## src/rtl/core/mdet_pkg.sv

```systemverilog
`timescale 1ns / 1ps
// Shared types, widths and the permutation table of the determinant block.
// No dependencies; every other file but mdet_ram imports this package.
package mdet_pkg;

    localparam int MAX_SIZE = 4;
    localparam int IDX_W    = 2;
    localparam int ADDR_W   = 2 * IDX_W;
    localparam int DEPTH    = MAX_SIZE * MAX_SIZE;
    localparam int ELEM_W   = 8;
    localparam int SIZE_W   = 3;
    localparam int DET_W    = 34;
    localparam int PROD_W   = 32;
    localparam int NUM_PERM = 24;
    localparam int PERM_W   = 5;

    typedef enum logic [2:0] {
        E_IDLE,
        E_PERM,
        E_READ,
        E_MUL,
        E_ACC,
        E_OUT
    } eng_state_t;

    typedef struct packed {
        logic              start;
        logic [SIZE_W-1:0] size;
    } eng_ctrl_t;

    typedef struct packed {
        logic busy;
    } eng_stat_t;

    // Permutations of four columns in lexicographic order.
    // Bit 8: odd permutation; bits [2r+1:2r]: column taken in row r.
    function automatic logic [8:0] perm_entry(input logic [PERM_W-1:0] p);
        logic [8:0] e;
        case (p)
            5'd0:  e = {1'b0, 2'd3, 2'd2, 2'd1, 2'd0};
            5'd1:  e = {1'b1, 2'd2, 2'd3, 2'd1, 2'd0};
            5'd2:  e = {1'b1, 2'd3, 2'd1, 2'd2, 2'd0};
            5'd3:  e = {1'b0, 2'd1, 2'd3, 2'd2, 2'd0};
            5'd4:  e = {1'b0, 2'd2, 2'd1, 2'd3, 2'd0};
            5'd5:  e = {1'b1, 2'd1, 2'd2, 2'd3, 2'd0};
            5'd6:  e = {1'b1, 2'd3, 2'd2, 2'd0, 2'd1};
            5'd7:  e = {1'b0, 2'd2, 2'd3, 2'd0, 2'd1};
            5'd8:  e = {1'b0, 2'd3, 2'd0, 2'd2, 2'd1};
            5'd9:  e = {1'b1, 2'd0, 2'd3, 2'd2, 2'd1};
            5'd10: e = {1'b1, 2'd2, 2'd0, 2'd3, 2'd1};
            5'd11: e = {1'b0, 2'd0, 2'd2, 2'd3, 2'd1};
            5'd12: e = {1'b0, 2'd3, 2'd1, 2'd0, 2'd2};
            5'd13: e = {1'b1, 2'd1, 2'd3, 2'd0, 2'd2};
            5'd14: e = {1'b1, 2'd3, 2'd0, 2'd1, 2'd2};
            5'd15: e = {1'b0, 2'd0, 2'd3, 2'd1, 2'd2};
            5'd16: e = {1'b0, 2'd1, 2'd0, 2'd3, 2'd2};
            5'd17: e = {1'b1, 2'd0, 2'd1, 2'd3, 2'd2};
            5'd18: e = {1'b1, 2'd2, 2'd1, 2'd0, 2'd3};
            5'd19: e = {1'b0, 2'd1, 2'd2, 2'd0, 2'd3};
            5'd20: e = {1'b0, 2'd2, 2'd0, 2'd1, 2'd3};
            5'd21: e = {1'b1, 2'd0, 2'd2, 2'd1, 2'd3};
            5'd22: e = {1'b1, 2'd1, 2'd0, 2'd2, 2'd3};
            5'd23: e = {1'b0, 2'd0, 2'd1, 2'd2, 2'd3};
            default: e = {1'b0, 2'd3, 2'd2, 2'd1, 2'd0};
        endcase
        return e;
    endfunction

endpackage

```

## src/rtl/core/matrix_determinant_top.sv

```systemverilog
`timescale 1ns / 1ps
// Top level of the matrix determinant block: size register, load counters,
// matrix RAM and determinant engine. Depends on mdet_pkg, mdet_ram, mdet_engine.
//
//  channel  | signals                      | carries
//  ---------+------------------------------+-------------------------------
//  input    | s_tvalid s_tready s_tdata    | one matrix element, row-major
//  output   | m_tvalid m_tready m_tdata    | determinant of the loaded matrix
//  config   | cfg_wr_en cfg_wr_data        | matrix size
//
// Elements load at one per cycle into the matrix RAM while the engine is idle.
// After the last one the engine walks all 24 permutations: a check step per
// permutation plus, for each that fits the size, a RAM read and a multiply per
// row and one accumulate step; after that the result item waits until taken.
// Loading stalls until the result item is taken. Reset clears control state
// only; the RAM holds no defined content until loaded.
module matrix_determinant_top
    import mdet_pkg::*;
(
    input  logic              aclk,
    input  logic              aresetn,
    input  logic              s_tvalid,
    output logic              s_tready,
    input  logic [7:0]        s_tdata,     // [7:0] element
    output logic              m_tvalid,
    input  logic              m_tready,
    output logic [39:0]       m_tdata,     // [33:0] det_value, [39:34] zero
    input  logic              cfg_wr_en,
    input  logic [SIZE_W-1:0] cfg_wr_data
);

    logic [SIZE_W-1:0] size_reg, size_next;
    logic [IDX_W-1:0]  row_reg, row_next;
    logic [IDX_W-1:0]  col_reg, col_next;
    logic [IDX_W-1:0]  last_idx;
    logic              in_acc;
    logic              last_elem;
    eng_ctrl_t         ctrl;
    eng_stat_t         stat;
    logic [ADDR_W-1:0] raddr;
    logic [ELEM_W-1:0] rdata;
    logic [DET_W-1:0]  det;

    always_ff @(posedge aclk) begin
        if (!aresetn) begin
            size_reg <= SIZE_W'(MAX_SIZE);
            row_reg  <= '0;
            col_reg  <= '0;
        end else begin
            size_reg <= size_next;
            row_reg  <= row_next;
            col_reg  <= col_next;
        end
    end

    assign s_tready  = !stat.busy;
    assign in_acc    = s_tvalid && s_tready;
    assign last_idx  = IDX_W'(size_reg - SIZE_W'(1));
    assign last_elem = (row_reg == last_idx) && (col_reg == last_idx);

    always_comb begin
        size_next = size_reg;
        row_next  = row_reg;
        col_next  = col_reg;
        if (cfg_wr_en) begin
            // clamp to 1..MAX_SIZE, drop any partial matrix
            if (cfg_wr_data == '0) begin
                size_next = SIZE_W'(1);
            end else if (cfg_wr_data > SIZE_W'(MAX_SIZE)) begin
                size_next = SIZE_W'(MAX_SIZE);
            end else begin
                size_next = cfg_wr_data;
            end
            row_next = '0;
            col_next = '0;
        end else if (in_acc) begin
            if (last_elem) begin
                row_next = '0;
                col_next = '0;
            end else if (col_reg == last_idx) begin
                col_next = '0;
                row_next = row_reg + IDX_W'(1);
            end else begin
                col_next = col_reg + IDX_W'(1);
            end
        end
    end

    // The last write lands as the engine leaves E_IDLE, ahead of its first read in E_READ.
    assign ctrl.start = in_acc && last_elem && !cfg_wr_en;
    assign ctrl.size  = size_reg;

    mdet_ram #(
        .WIDTH (ELEM_W),
        .DEPTH (DEPTH)
    ) u_ram (
        .aclk  (aclk),
        .we    (in_acc),
        .waddr ({row_reg, col_reg}),
        .wdata (s_tdata),
        .raddr (raddr),
        .rdata (rdata)
    );

    mdet_engine u_engine (
        .aclk     (aclk),
        .aresetn  (aresetn),
        .ctrl     (ctrl),
        .stat     (stat),
        .raddr    (raddr),
        .rdata    (rdata),
        .m_tvalid (m_tvalid),
        .m_tready (m_tready),
        .det      (det)
    );

    assign m_tdata = {6'b0, det};

`ifndef SYNTHESIS
    a_no_load_while_busy: assert property (@(posedge aclk) disable iff (!aresetn)
        !(s_tready && m_tvalid))
        else $error("input ready while a result is pending");

    a_start_blocks_input: assert property (@(posedge aclk) disable iff (!aresetn)
        ctrl.start |=> !s_tready)
        else $error("engine did not take the completed matrix");

    a_cfg_restarts_load: assert property (@(posedge aclk) disable iff (!aresetn)
        cfg_wr_en |=> (row_reg == '0 && col_reg == '0))
        else $error("size write did not restart the load");
`endif

endmodule

```

## src/rtl/core/mdet_ram.sv

```systemverilog
`timescale 1ns / 1ps
// Generic single-write, single-read RAM with registered read data.
// No dependencies.
module mdet_ram #(
    parameter int WIDTH = 8,
    parameter int DEPTH = 16
) (
    input  logic                     aclk,
    input  logic                     we,
    input  logic [$clog2(DEPTH)-1:0] waddr,
    input  logic [WIDTH-1:0]         wdata,
    input  logic [$clog2(DEPTH)-1:0] raddr,
    output logic [WIDTH-1:0]         rdata
);

    logic [WIDTH-1:0] mem [DEPTH];

    always_ff @(posedge aclk) begin
        if (we) begin
            mem[waddr] <= wdata;
        end
        rdata <= mem[raddr];
    end

endmodule

```

## src/rtl/core/mdet_engine.sv

```systemverilog
`timescale 1ns / 1ps
// Determinant engine: walks all permutations, reads one factor per step
// from the matrix RAM, accumulates signed products. Depends on mdet_pkg.
module mdet_engine
    import mdet_pkg::*;
(
    input  logic              aclk,
    input  logic              aresetn,
    input  eng_ctrl_t         ctrl,
    output eng_stat_t         stat,
    output logic [ADDR_W-1:0] raddr,
    input  logic [ELEM_W-1:0] rdata,
    output logic              m_tvalid,
    input  logic              m_tready,
    output logic [DET_W-1:0]  det
);

    eng_state_t          state_reg, state_next;
    logic [PERM_W-1:0]   perm_reg, perm_next;
    logic [IDX_W-1:0]    row_reg, row_next;
    logic [SIZE_W-1:0]   size_reg, size_next;
    logic [PROD_W-1:0]   prod_reg, prod_next;
    logic [DET_W-1:0]    acc_reg, acc_next;
    logic [8:0]          pent;
    logic                perm_ok;
    logic [IDX_W-1:0]    last_row;
    logic signed [PROD_W+ELEM_W-1:0] mul_full;

    always_ff @(posedge aclk) begin
        if (!aresetn) begin
            state_reg <= E_IDLE;
        end else begin
            state_reg <= state_next;
        end
        perm_reg <= perm_next;
        row_reg  <= row_next;
        size_reg <= size_next;
        prod_reg <= prod_next;
        acc_reg  <= acc_next;
    end

    assign pent     = perm_entry(perm_reg);
    assign last_row = IDX_W'(size_reg - SIZE_W'(1));
    assign mul_full = $signed(prod_reg) * $signed(rdata);
    assign raddr    = {row_reg, pent[2*row_reg +: IDX_W]};

    // Rows beyond the matrix in use act as identity rows.
    always_comb begin
        perm_ok = 1'b1;
        for (int r = 0; r < MAX_SIZE; r++) begin
            if (SIZE_W'(r) >= size_reg && pent[2*r +: IDX_W] != IDX_W'(r)) begin
                perm_ok = 1'b0;
            end
        end
    end

    always_comb begin
        state_next = state_reg;
        perm_next  = perm_reg;
        row_next   = row_reg;
        size_next  = size_reg;
        prod_next  = prod_reg;
        acc_next   = acc_reg;
        case (state_reg)
            E_IDLE: begin
                if (ctrl.start) begin
                    size_next  = ctrl.size;
                    perm_next  = '0;
                    row_next   = '0;
                    acc_next   = '0;
                    state_next = E_PERM;
                end
            end
            E_PERM: begin
                row_next = '0;
                if (perm_ok) begin
                    state_next = E_READ;
                end else if (perm_reg == PERM_W'(NUM_PERM - 1)) begin
                    state_next = E_OUT;
                end else begin
                    perm_next = perm_reg + PERM_W'(1);
                end
            end
            E_READ: begin
                state_next = E_MUL;
            end
            E_MUL: begin
                if (row_reg == '0) begin
                    prod_next = PROD_W'($signed(rdata));
                end else begin
                    prod_next = mul_full[PROD_W-1:0];
                end
                if (row_reg == last_row) begin
                    state_next = E_ACC;
                end else begin
                    row_next   = row_reg + IDX_W'(1);
                    state_next = E_READ;
                end
            end
            E_ACC: begin
                if (pent[8]) begin
                    acc_next = acc_reg - DET_W'($signed(prod_reg));
                end else begin
                    acc_next = acc_reg + DET_W'($signed(prod_reg));
                end
                if (perm_reg == PERM_W'(NUM_PERM - 1)) begin
                    state_next = E_OUT;
                end else begin
                    perm_next  = perm_reg + PERM_W'(1);
                    state_next = E_PERM;
                end
            end
            E_OUT: begin
                if (m_tready) begin
                    state_next = E_IDLE;
                end
            end
            default: begin
                state_next = E_IDLE;
            end
        endcase
    end

    assign stat.busy = (state_reg != E_IDLE);
    assign m_tvalid  = (state_reg == E_OUT);
    assign det       = acc_reg;

endmodule

```

## config.mk

```make
export PLATFORM = sky130hd
export DESIGN_NAME = matrix_determinant_top
export DESIGN_NICKNAME = d
export VERILOG_FILES = /design/src/rtl/core/mdet_pkg.sv /design/src/rtl/core/matrix_determinant_top.sv /design/src/rtl/core/mdet_ram.sv /design/src/rtl/core/mdet_engine.sv
export SDC_FILE = /design/constraint.sdc
export NUM_CORES = 1
export LEC_CHECK = 0
export BUFFER_PORTS_ARGS = -buffer_cell sky130_fd_sc_hd__buf_2
export CAP_MARGIN = 20
export CORE_MARGIN = 2
export CORE_UTILIZATION = 35
export DETAILED_ROUTE_END_ITERATION = 7
export SLEW_MARGIN = 20
export SYNTH_ARGS = -nofsm -noshare
export SYNTH_HDL_FRONTEND = slang
export SYNTH_SLANG_ARGS = --single-unit
```

## constraint.sdc

```tcl
create_clock -name aclk -period 12.16 [get_ports aclk]
set_input_delay 1.824 -clock aclk [delete_from_list [all_inputs] [get_ports aclk]]
set_output_delay 1.824 -clock aclk [all_outputs]
set_load 0.01 [all_outputs]
```

==> flow_summary.ini <==
[cts]
postCtsSetupRepairBufs = 0
htreeDepth = 1
cts_hold_buf = 0
cts_buffers = 26
cts.sinks = 231
path_clk_slew_ns = 0.06
insertion_delay_ns = 0.59
cts_resized = 0
cts_buffer_depth = 3
cts_tree = yes
cts_root_buffer = clkbuf_16

[sta]
rsz0062_at_grt = no
worst_clock_skew_ns = 0.0298
fin_setup_tns_ns = 0
max_freq_mhz = 152
worstMarginPinSlew_ns = 1.02
setup_viol = 0
hold_viol = 0
fin_crit_ns = 6.57
maxSlewHeadroom_pct = 30.1
post-route-period-util_pct = 54.0
finalMaxSlewViolations = 0

[placed_design]
place_congestion = 0.837
dpl.cell_count = 2450
dp_hpwl_um = 31600
portBuffers = 51

[setup_path]
critPathArrivalTime_ns = 6.89
endpoint_kind = flop
rr_startpoint = u_ram.rdata[3]$_DFF_P_
path_max_fanout = 30
reg2reg_depth = 18
max_stage_delay_ns = 0.99
cp.depth = 18
crit_family = adder cells
crit_slowest_cell = dfxtp_1
crit_top_cell = fa_1
crit_type = flop to flop
critPathRequiredTime_ns = 12.49
critPathLaunch = u_ram.rdata[3]$_DFF_P_
cp_num_buf_inv = 3
critPathLaunchType = flop
path_cells = nand2_1, fa_1, fa_1, inv_1, fa_1, inv_1, fa_1, inv_1, ha_1, o21a_1, o31a_1, o2111ai_1, nand2_1, a221oi_1, o21ai_0, a21oi_1, nor4b_1, or3_1

[global_routing]
grt_pass1_wl_um = 70100
grt_pass1_vias = 12700
met2_usage_pct = 25.8
grt_use_met3_pct = 2.31
grt_busiest_layer = met2
grt_antenna_before_repair = 0
track_usage_pct = 15.7
grt_max_degree = 44
grt_use_met1_pct = 21.9
overflow = 0

[hold_path]
whs_path_depth = 0
hp-start = size_reg[2]$_SDFFE_PN1P_
hold_class = flop to flop

[final_layout]
n_fill_cell = 5145
antenna_cells = 0
seqCellArea_um2 = 6670
layout.cells.non_filler = 2499
multi_input_area_um2 = 11000
area_delta_synth_final_pct = 9.36
nets = 2079
largest_reg_flops = 128
drive_above_1_share_pct = 9.43

[route]
drt-wirelength-per-cell_um = 17.2
dr.pass1.iters = 5
num_vias = 12500
ant_nets = 0
totalWireLength_um = 42900
drcViolationCount = 0
drt_iter0_markers = 824
vias_per_cell = 4.99

[synth]
ys_seq_area_share_pct = 35.2
synth_area_um2 = 19000
synth-seq-cells = 231
synth_top_area_share_pct = 32.3
yosysUniqueCellTypes = 67
ys_async_sr_fraction_pct = 0
synth_ff_type = edfxtp_1
post_synth.cell_area_avg_um2 = 10.7
yosys.area.top_type = edfxtp_1
syn_inst = 1779
synth.area.top_cells = edfxtp_1 32%, fa_1 17%, ha_1 8.1%
synth_edf_count = 204
synth_common_cells = 255 x inv_1, 204 x edfxtp_1, 160 x and2_1
yosysWarnings = 0
yosysMostFrequentCell = inv_1

[power]
power_mw = 3.08
powerDensity_nw_per_um2 = 149
p_seq_share_pct = 30.1
power.internal_mw = 1.96
ir_worst_vdd_mv = 0.107
pwr-share-comb_pct = 42.6
clockPowerShare_pct = 27.4
leakage_nw = 8.44
swShare_pct = 36.4
p_sw_mw = 1.12

[run_status]
status = complete, no violations

[floorplan]
die_area_um2 = 56000
num_rows = 85
start_util_pct = 35.3
dieWidth_um = 237
dieHeight_um = 237
core-area_um2 = 53700
io_pins = 58

[job]
cap_violations = 0
## path summary, 6_finish.rpt
check,to,slack [ns]
worst max-delay path,u_engine.prod_reg[24]$_DFFE_PN_,5.59
worst min-delay path,u_engine.size_reg[2]$_DFFE_PP_,0.45
worst max register to register,u_engine.prod_reg[24]$_DFFE_PN_,5.59
worst min register to register,u_engine.size_reg[2]$_DFFE_PP_,0.45
## metrics by stage
| step | area [um2] | setup WS, ns | hold WS [ns] | utilization [%] |
|---|---|---|---|---|
| 2_1_floorplan | 19000 | 6.72 | 0.408 | - |
| 5_1_grt | 20700 | 5.32 | 0.467 | 38.6 |
| 3_5_place_dp | 19800 | 5.68 | 0.437 | 36.9 |
| 6_report | 20700 | 5.59 | 0.446 | 38.6 |
| 4_1_cts | 20700 | 5.68 | 0.453 | 38.5 |
| 3_3_place_gp | 19800 | 5.81 | 0.442 | 36.9 |
## power groups by stage
| stage | logic [mW] | clock network, mW | registers, mW |
|---|---|---|---|
| floorplan | 1.04 | 0 | 0.934 |
| global placement | 1.28 | 0 | 0.944 |
| detailed placement | 1.30 | 0 | 0.945 |
| CTS | 1.32 | 0.865 | 0.928 |
| global route | 1.51 | 0.896 | 0.930 |
| finish | 1.31 | 0.844 | 0.928 |
## layer usage
layer  share of wire [%]  wire length (um)  up-vias
li1                    -                 -     5982
met1                  47             20000     6204
met2                  47             20200      223
met3                 4.2              1790       57
met4                 2.1               886        0
met5                   0                 0        -
## cell families (layout without fill, tap and decap cells)
logic type | count (synthesis) | after routing | synth area share, %
simple gates | 511 | 511 | 14.3
buf+inv | 344 | 363 | 7.02
fa+ha+maj | 280 | 280 | 24.7
compound gates | 254 | 254 | 8.22
flops | 231 | 231 | 35.2
xor+xnor | 94 | 94 | 4.34
mux | 64 | 64 | 6.20
other cells | 1 | 6 | 0.0198
## final cells by class
cell class	instances	share of cell area, %
Multi-Input combinational cell	1209	53.0
Clock inverter	17	1.10
Tap cell	696	4.20
Sequential cell	231	32.2
Clock buffer	31	3.28
Timing Repair Buffer	59	1.62
Inverter	256	4.64
## cell usage in the layout, fill, tap and decap left out, drive strengths merged, types with 7 or more instances in the layout
cell,synthesis,final
inv,256,256
edfxtp,204,204
and2,167,167
fa,158,158
ha,122,122
nor2,121,121
nand2,88,88
a21oi,87,87
xnor2,62,62
buf,14,59
o21ai,56,56
mux4,42,42
xor2,32,32
clkbuf,74,31
dfxtp,27,27
nor3,25,25
nand2b,22,22
a211oi,21,21
a21o,20,20
and3,19,19
mux2i,15,15
nand3,15,15
nor2b,13,13
a31oi,13,13
o21a,11,11
o22ai,8,8
clkinv,0,8
nor3b,7,7
mux2,7,7
Note: power is estimated with default switching activity, not from simulation.
